### config.mk
export PLATFORM = sky130hd
export DESIGN_NAME = iso14443a_parity_crc_framer_flat
export DESIGN_NICKNAME = d
export VERILOG_FILES = /design/src/rtl/ipcf_pkg.sv /design/src/rtl/ipcf_if.sv /design/src/rtl/iso14443a_parity_crc_framer.sv /design/src/rtl/ipcf_packer.sv /design/src/rtl/ipcf_out_reg.sv /design/src/flat_wrapper.sv
export SDC_FILE = /design/constraint.sdc
export NUM_CORES = 1
export LEC_CHECK = 0
export BUFFER_PORTS_ARGS = -buffer_cell sky130_fd_sc_hd__buf_4
export CORE_ASPECT_RATIO = 2
export CORE_MARGIN = 2
export CORE_UTILIZATION = 54
export CTS_CLUSTER_SIZE = 14
export DETAILED_ROUTE_END_ITERATION = 12
export PLACE_DENSITY_LB_ADDON = 0.3
export SKIP_CTS_REPAIR_TIMING = 1
export SYNTH_ARGS = -nofsm -noshare
export SYNTH_HDL_FRONTEND = slang
export SYNTH_SLANG_ARGS = --single-unit
### constraint.sdc
create_clock -name i_clk -period 2.53 [get_ports i_clk]
set_input_delay 0.506 -clock i_clk [delete_from_list [all_inputs] [get_ports i_clk]]
set_output_delay 0.506 -clock i_clk [all_outputs]
set_load 0.1 [all_outputs]
### src/rtl/ipcf_pkg.sv
// ----------------------------------------------------------------------------
// ipcf_pkg - shared types and constants for the ISO 14443-A framer
// CRC_A polynomial, bit buffer sizing, result record type and helper
// functions for CRC_A and odd parity.
// ----------------------------------------------------------------------------
package ipcf_pkg;

    localparam logic [15:0] CRC_POLY     = 16'h8408;
    localparam logic [15:0] CRC_SEED_RST = 16'h6363;

    // 8 data bits plus one parity bit per byte on the air
    localparam int FRAME_BITS = 9;
    // Up to 7 leftover bits plus payload byte and two CRC bytes
    localparam int BUF_W      = 7 + 3 * FRAME_BITS;
    localparam int CNT_W      = $clog2(BUF_W + 1);

    typedef struct packed {
        logic [7:0] out_byte;
        logic [3:0] valid_bits;
        logic       frame_end;
    } t_out_item;

    // One byte of reflected CRC_A, bit by bit
    function automatic logic [15:0] crc_a_byte(input logic [15:0] crc,
                                               input logic [7:0]  b);
        logic [15:0] c;
        c = crc ^ {8'h00, b};
        for (int k = 0; k < 8; k++) begin
            c = c[0] ? ((c >> 1) ^ CRC_POLY) : (c >> 1);
        end
        return c;
    endfunction

    // Byte followed by its odd parity bit, LSB first
    function automatic logic [FRAME_BITS-1:0] with_parity(input logic [7:0] b);
        return {~^b, b};
    endfunction

endpackage

### src/rtl/ipcf_if.sv
// ----------------------------------------------------------------------------
// ipcf_in_if / ipcf_out_if - valid/ready channels of the framer
// Input carries payload bytes with a last flag; output carries packed bytes.
// ----------------------------------------------------------------------------
interface ipcf_in_if;
    logic       valid;
    logic       ready;
    logic [7:0] data_byte;
    logic       last_byte;

    modport source (output valid, data_byte, last_byte, input ready);
    modport sink   (input valid, data_byte, last_byte, output ready);
endinterface

interface ipcf_out_if;
    logic       valid;
    logic       ready;
    logic [7:0] out_byte;
    logic [3:0] valid_bits;
    logic       frame_end;

    modport source (output valid, out_byte, valid_bits, frame_end, input ready);
    modport sink   (input valid, out_byte, valid_bits, frame_end, output ready);
endinterface

### src/rtl/iso14443a_parity_crc_framer.sv
// ----------------------------------------------------------------------------
// iso14443a_parity_crc_framer - ISO 14443-A odd parity and CRC_A framer
// Path: input register, then bit buffer into the output register, from input
//   transaction to first output byte.
// Throughput: one output byte per cycle while the output side is ready; after
//   a last byte and its CRC trailer, the next frame's first byte waits until
//   the bit buffer has drained.
// Reset: synchronous, active low; clears all handshake and frame state and
//   restores the CRC seed to 0x6363.
// ----------------------------------------------------------------------------
module iso14443a_parity_crc_framer (
    input  logic        i_clk,
    input  logic        i_rst_n,
    ipcf_in_if.sink     i_in,
    ipcf_out_if.source  o_out,
    input  logic        i_cfg_we,
    input  logic [15:0] i_cfg_wdata
);

    // CRC seed register: loaded into the running CRC on the first byte of
    // each frame, so a write takes effect from the next frame on.
    logic [15:0] r_crc_seed;

    // Packer to output register hand-off
    logic                pop_vld;
    logic                pop_rdy;
    ipcf_pkg::t_out_item pop_item;

    always_ff @(posedge i_clk) begin
        if (!i_rst_n) begin
            r_crc_seed <= ipcf_pkg::CRC_SEED_RST;
        end else if (i_cfg_we) begin
            r_crc_seed <= i_cfg_wdata;
        end
    end

    // Input register, CRC_A and bit buffer. Each payload byte becomes 9 bits
    // (data LSB first, then odd parity); on the last byte the two CRC bytes
    // follow in the same cycle, and the buffer drains one byte per cycle while
    // the output register is ready, flagging the final byte as frame end.
    ipcf_packer u_packer (
        .i_clk      (i_clk),
        .i_rst_n    (i_rst_n),
        .i_in       (i_in),
        .i_crc_seed (r_crc_seed),
        .i_pop_rdy  (pop_rdy),
        .o_pop_vld  (pop_vld),
        .o_item     (pop_item)
    );

    // Output register: holds one result until taken; while it waits, no byte is popped.
    ipcf_out_reg u_out_reg (
        .i_clk   (i_clk),
        .i_rst_n (i_rst_n),
        .i_vld   (pop_vld),
        .i_item  (pop_item),
        .o_rdy   (pop_rdy),
        .o_out   (o_out)
    );

endmodule

### src/rtl/ipcf_packer.sv
// ----------------------------------------------------------------------------
// ipcf_packer - input register, CRC_A and bit buffer
// Appends 9-bit parity-framed bytes (and the CRC trailer on the last byte)
// to a bit buffer and hands out one output byte per cycle while i_pop_rdy holds.
// ----------------------------------------------------------------------------
module ipcf_packer (
    input  logic                 i_clk,
    input  logic                 i_rst_n,
    ipcf_in_if.sink              i_in,
    input  logic [15:0]          i_crc_seed,
    input  logic                 i_pop_rdy,
    output logic                 o_pop_vld,
    output ipcf_pkg::t_out_item  o_item
);

    // input register
    logic        r_in_vld;
    logic [7:0]  r_in_byte;
    logic        r_in_last;

    // frame state and bit buffer
    logic                        r_in_frame;
    logic [15:0]                 r_crc;
    logic [ipcf_pkg::BUF_W-1:0]  r_buf;
    logic [ipcf_pkg::CNT_W-1:0]  r_cnt;
    logic                        r_end;

    logic                        w_full;
    logic                        w_pop;
    logic                        w_take;
    logic [ipcf_pkg::BUF_W-1:0]  w_buf_a;
    logic [ipcf_pkg::CNT_W-1:0]  w_cnt_a;
    logic                        w_end_a;
    logic [15:0]                 w_crc_cur;
    logic [15:0]                 w_crc_nx;
    logic [3*ipcf_pkg::FRAME_BITS-1:0] w_bits;
    logic [ipcf_pkg::BUF_W-1:0]  w_ins;

    localparam logic [ipcf_pkg::CNT_W-1:0] CntByte = ipcf_pkg::CNT_W'(8);

    assign w_full    = (r_cnt >= CntByte);
    assign o_pop_vld = w_full || (r_end && (r_cnt != '0));
    assign w_pop     = o_pop_vld && i_pop_rdy;

    // bits above r_cnt are always zero, so the low byte is the output
    assign o_item.out_byte   = r_buf[7:0];
    assign o_item.valid_bits = w_full ? 4'd8 : r_cnt[3:0];
    assign o_item.frame_end  = r_end && (r_cnt <= CntByte);

    always_comb begin
        w_buf_a = w_pop ? (r_buf >> 8) : r_buf;
        w_cnt_a = r_cnt;
        w_end_a = r_end;
        if (w_pop) begin
            w_cnt_a = w_full ? (r_cnt - CntByte) : '0;
            if (r_cnt <= CntByte) begin
                w_end_a = 1'b0;
            end
        end
    end

    assign w_take     = r_in_vld && (w_cnt_a < CntByte) && !w_end_a;
    assign i_in.ready = !r_in_vld || w_take;

    assign w_crc_cur = r_in_frame ? r_crc : i_crc_seed;
    assign w_crc_nx  = ipcf_pkg::crc_a_byte(w_crc_cur, r_in_byte);

    always_comb begin
        if (r_in_last) begin
            w_bits = {ipcf_pkg::with_parity(w_crc_nx[15:8]),
                      ipcf_pkg::with_parity(w_crc_nx[7:0]),
                      ipcf_pkg::with_parity(r_in_byte)};
        end else begin
            w_bits = {{(2*ipcf_pkg::FRAME_BITS){1'b0}},
                      ipcf_pkg::with_parity(r_in_byte)};
        end
        w_ins = {{(ipcf_pkg::BUF_W-3*ipcf_pkg::FRAME_BITS){1'b0}}, w_bits}
                << w_cnt_a[2:0];
    end

    always_ff @(posedge i_clk) begin
        if (!i_rst_n) begin
            r_in_vld   <= 1'b0;
            r_in_frame <= 1'b0;
            r_cnt      <= '0;
            r_end      <= 1'b0;
            r_buf      <= '0;
        end else begin
            if (i_in.ready) begin
                r_in_vld <= i_in.valid;
            end
            if (w_take) begin
                r_in_frame <= !r_in_last;
                r_buf      <= w_buf_a | w_ins;
                r_cnt      <= w_cnt_a + (r_in_last ? ipcf_pkg::CNT_W'(27)
                                                   : ipcf_pkg::CNT_W'(9));
                r_end      <= r_in_last;
            end else begin
                r_buf <= w_buf_a;
                r_cnt <= w_cnt_a;
                r_end <= w_end_a;
            end
        end
    end

    always_ff @(posedge i_clk) begin
        if (i_in.ready && i_in.valid) begin
            r_in_byte <= i_in.data_byte;
            r_in_last <= i_in.last_byte;
        end
        if (w_take) begin
            r_crc <= w_crc_nx;
        end
    end

    // Within a frame the buffer never holds more than one byte plus 8 bits
    a_cnt_mid_frame: assert property (@(posedge i_clk) disable iff (!i_rst_n)
        !r_end |-> (r_cnt <= ipcf_pkg::CNT_W'(16)))
        else $error("bit buffer overfilled mid-frame");

    // An end mark always has bits left to flush
    a_end_has_bits: assert property (@(posedge i_clk) disable iff (!i_rst_n)
        r_end |-> (r_cnt != '0))
        else $error("frame end pending with empty buffer");

    // A last byte appends the trailer: the buffer holds at least 27 bits
    a_last_append: assert property (@(posedge i_clk) disable iff (!i_rst_n)
        (w_take && r_in_last) |=> (r_end && r_cnt >= ipcf_pkg::CNT_W'(27)))
        else $error("CRC trailer not appended");

endmodule

### src/rtl/ipcf_out_reg.sv
// ----------------------------------------------------------------------------
// ipcf_out_reg - output register of the framer
// Holds one result until the downstream side takes it.
// ----------------------------------------------------------------------------
module ipcf_out_reg (
    input  logic                 i_clk,
    input  logic                 i_rst_n,
    input  logic                 i_vld,
    input  ipcf_pkg::t_out_item  i_item,
    output logic                 o_rdy,
    ipcf_out_if.source           o_out
);

    logic                r_vld;
    ipcf_pkg::t_out_item r_item;

    assign o_rdy = !r_vld || o_out.ready;

    always_ff @(posedge i_clk) begin
        if (!i_rst_n) begin
            r_vld <= 1'b0;
        end else if (o_rdy) begin
            r_vld <= i_vld;
        end
    end

    always_ff @(posedge i_clk) begin
        if (o_rdy && i_vld) begin
            r_item <= i_item;
        end
    end

    assign o_out.valid      = r_vld;
    assign o_out.out_byte   = r_item.out_byte;
    assign o_out.valid_bits = r_item.valid_bits;
    assign o_out.frame_end  = r_item.frame_end;

endmodule

### src/flat_wrapper.sv
// flat-port wrapper written by rule: the top's interface ports become plain ports
module iso14443a_parity_crc_framer_flat 
  (i_clk, i_rst_n, i_cfg_we, i_cfg_wdata, i_in_valid, i_in_data_byte, i_in_last_byte, i_in_ready, o_out_valid, o_out_out_byte, o_out_valid_bits, o_out_frame_end, o_out_ready);
  ipcf_in_if i_in_i ();
  ipcf_out_if o_out_i ();
  input  logic i_clk;
  input  logic i_rst_n;
  input  logic i_cfg_we;
  input  logic [15:0] i_cfg_wdata;
  input wire logic [$bits(i_in_i.valid)-1:0] i_in_valid;
  input wire logic [$bits(i_in_i.data_byte)-1:0] i_in_data_byte;
  input wire logic [$bits(i_in_i.last_byte)-1:0] i_in_last_byte;
  output wire logic [$bits(i_in_i.ready)-1:0] i_in_ready;
  output wire logic [$bits(o_out_i.valid)-1:0] o_out_valid;
  output wire logic [$bits(o_out_i.out_byte)-1:0] o_out_out_byte;
  output wire logic [$bits(o_out_i.valid_bits)-1:0] o_out_valid_bits;
  output wire logic [$bits(o_out_i.frame_end)-1:0] o_out_frame_end;
  input wire logic [$bits(o_out_i.ready)-1:0] o_out_ready;
  assign i_in_i.valid = i_in_valid;
  assign i_in_i.data_byte = i_in_data_byte;
  assign i_in_i.last_byte = i_in_last_byte;
  assign i_in_ready = i_in_i.ready;
  assign o_out_valid = o_out_i.valid;
  assign o_out_out_byte = o_out_i.out_byte;
  assign o_out_valid_bits = o_out_i.valid_bits;
  assign o_out_frame_end = o_out_i.frame_end;
  assign o_out_i.ready = o_out_ready;
  iso14443a_parity_crc_framer u_core (.i_clk(i_clk), .i_rst_n(i_rst_n), .i_in(i_in_i), .o_out(o_out_i), .i_cfg_we(i_cfg_we), .i_cfg_wdata(i_cfg_wdata));
endmodule
==> run_results.csv <==
group,metric,value,unit
cts,cts-buffers-inserted,9,
synthesis,postSynth.asyncResetShare,0,
timing,max_freq,348,MHz
placement,place_hpwl,12.4,mm
status,violations,"negative setup slack",
global_routing,grt_pass1_wl,25.4,mm
layout,drive_above_1_share,0.338,
drt,viasPerCell,5.98,
power_and_ir_drop,p_leak,0.00296,µW
layout,layout.cells.non_filler,818,
die,initial_core_util,0.548,
critical_path,crit_required,2.80,ns
timing,slew_headroom,0.554,
critical_path,timing.rr.start,"u_core.u_packer.r_in_frame",
synthesis,synthDistinctLibCells,66,
global_routing,track_usage,0.310,
layout,n_antenna_cell,0,
critical_path,cp_data_arrival_time,3.14,ns
timing,rsz0062_at_grt,"true",
die,dieArea,11000,µm²
die,boundaryPins,45,
layout,syn_to_final_growth,34.1,%
cts,cts_max_level,3,
timing,hold_viol_final,0,
critical_path,cp_cell_sequence,"clkbuf_16, buf_8, mux2i_1, xnor3_1, xor2_1, xnor3_2, o31ai_2, nand2_1, o221ai_1",
cts,insertion_delay,0.35,ns
synthesis,synthesis.area,5490,µm²
timing,fin_crit,2.87,ns
cts,cts_tree,"yes",
power_and_ir_drop,power_density,1570,nW/µm²
synthesis,synth_ff_type,"dfxtp_1",
synthesis,syn_nets,604,
placement,gp_congestion,0.959,
critical_path,crit_buf_inv,2,
die,die_y,147,µm
drt,drt_iter0_drc,330,
synthesis,postSynthCellCount,570,
placement,dp.cells,791,
timing,fin_hold_ws,0.331,ns
layout,layout_commonest_cell,"buf_4",
die,die-width,75.3,µm
critical_path,crit_family,"XOR/XNOR gates",
global_routing,grt_overflow,0,
synthesis,synth-edff-count,38,
timing,layout_setup_ws,-0.343,ns
drt,drc_errors,0,
timing,fin_skew,0.00931,ns
cts,clk_pin_slew,0.07,ns
synthesis,synthAdderAreaFrac,0.0105,
power_and_ir_drop,vdd_drop_max,1740,µV
critical_path,critPathMaxStageDelay,0.52,ns
synthesis,yosysWarnings,0,
layout,fin_nets,712,
drt,vias,4890,
timing,drv_slew,0,
layout,fill_cells,749,
die,num_rows,52,
timing,period_share,1.14,
synthesis,synth_top_family_by_area,"compound AO/OA/AOI/OAI gates",
critical_path,crit_path_end_kind,"flop",
critical_path,cp-startpoint,"u_core.u_packer.r_in_frame",
status,status,"finished, violations left",
placement,io_buffers,44,
die,core_area,10000,µm²
drt,ant_nets,0,
cts,cts_max_path_buffers,2,
min_path,hp-class,"primary input to flop",
timing,setup_viol,17,
synthesis,synth-simple-area-share,0.140,
layout,seqCellArea,2350,µm²
timing,max_slew.worst_pin.slew,0.669,ns
global_routing,grt_pass1_vias,4916,
synthesis,synth-compound-area-share,0.150,
layout,final_cell_mix,"buf_4, nand2_1, dfxtp_1",
synthesis,yosysSeqAreaShare,0.427,
min_path,worstHoldStart,"i_in_data_byte[6]",
synthesis,yosys_register_bits,98,
run,maxCapViolCount,0,
critical_path,crit_slowest_cell,"xnor3_1",
drt,post_drt_wl_per_cell,21.3,µm
synthesis,synth_area_per_cell,9.63,µm²
cts,clock_sinks,98,
synthesis,synth.area.mux_share,0.116,
critical_path,cp-start-kind,"flop",
drt,wl,17.4,mm
synthesis,synth-xor-area-share,0.109,
global_routing,antenna_found_initial,0,
critical_path,crit_fanout,5,
placement,pre_cts_ws,-0.206,ns
timing,tns,-2.73,ns
global_routing,grt_start_max_net_pins,36,
cts,cts_root_buf,"clkbuf_16",
layout,multiInputGateArea,3260,µm²
critical_path,critPathKind,"flop to flop",
drt,first_pass_iters,5,
[cell type report]
| class | instances | share of cell area |
|---|---|---|
| flip-flops and latches | 98 | 0.320 |
| clock buffers | 11 | 0.0330 |
| inverters | 20 | 0.0109 |
| repair buffers | 140 | 0.162 |
| clock inverters | 5 | 0.00833 |
| well taps | 135 | 0.0229 |
| multi-input cells | 409 | 0.443 |
[cells in the mapped netlist, drive strengths merged, types with 4 or more instances]
library cell / number / area [µm²]
inv: 18 / 67.6
a21oi: 24 / 120
dfxtp: 60 / 1200
o21ai: 17 / 92.6
nor3: 6 / 30.0
a31oi: 16 / 100
buf: 13 / 72.6
mux2: 5 / 56.3
mux2i: 56 / 581
o221ai: 6 / 52.6
nand2: 85 / 319
nand3: 15 / 75.1
and2: 9 / 56.3
o211ai: 13 / 97.6
o2111ai: 4 / 35.0
xor2: 9 / 105
edfxtp: 38 / 1140
clkbuf: 30 / 113
xnor2: 28 / 245
or3: 4 / 25.0
o21a: 4 / 30.0
xnor3: 11 / 250
nor2: 46 / 173
a211oi: 6 / 50.1
[per-stage QoR]
stage,power (µW),instance area [µm²],utilization
2_1_floorplan,6780,5550,-
3_3_place_gp,8850,6580,0.656
3_5_place_dp,8990,6580,0.656
4_1_cts,10400,6880,0.687
5_1_grt,12000,7360,0.735
6_report,11500,7360,0.735
[sequential cells by signal, summed over array words and instances (netlist names), 4 cells and up]
name,cells
u_core.u_packer.r_in_byte,8
u_core.u_packer.r_cnt,6
u_core.r_crc_seed,16
u_core.u_packer.r_crc,16
u_core.u_out_reg.o_out.out_byte,8
u_core.u_out_reg.o_out.valid_bits,4
u_core.u_packer.r_buf,34
[metal layers]
layer	global-route usage	part of all wire	up-vias
li1	-	-	2255
met4	0.208	0.084	0
met2	0.544	0.54	199
met1	0.322	0.34	2362
met3	0.0421	0.041	74
met5	0	0	-
[where the power goes]
part	switching (µW)	internal, µW
logic	4300	3250
registers	315	2230
clock network	624	802
[cells by family (layout without fill, tap and decap cells)]
family / count (synthesis) / after routing
flops: 98 / 98
simple gates: 178 / 178
xor+xnor: 48 / 48
fa+ha+maj: 4 / 4
buf+inv: 63 / 176
mux: 61 / 61
compound gates: 118 / 118
[final timing paths]
kind                                        endpoint  slack [ns]  cells past startpoint
hold reg to reg   u_core.u_out_reg.o_out.out_byte[6]        0.44                      0
hold / removal          u_core.u_packer.r_in_byte[6]        0.33                      1
setup reg to reg           u_core.u_packer.r_buf[20]       -0.34                      9
setup / recovery           u_core.u_packer.r_buf[20]       -0.34                      9
Power figures use the tool's default switching activity.
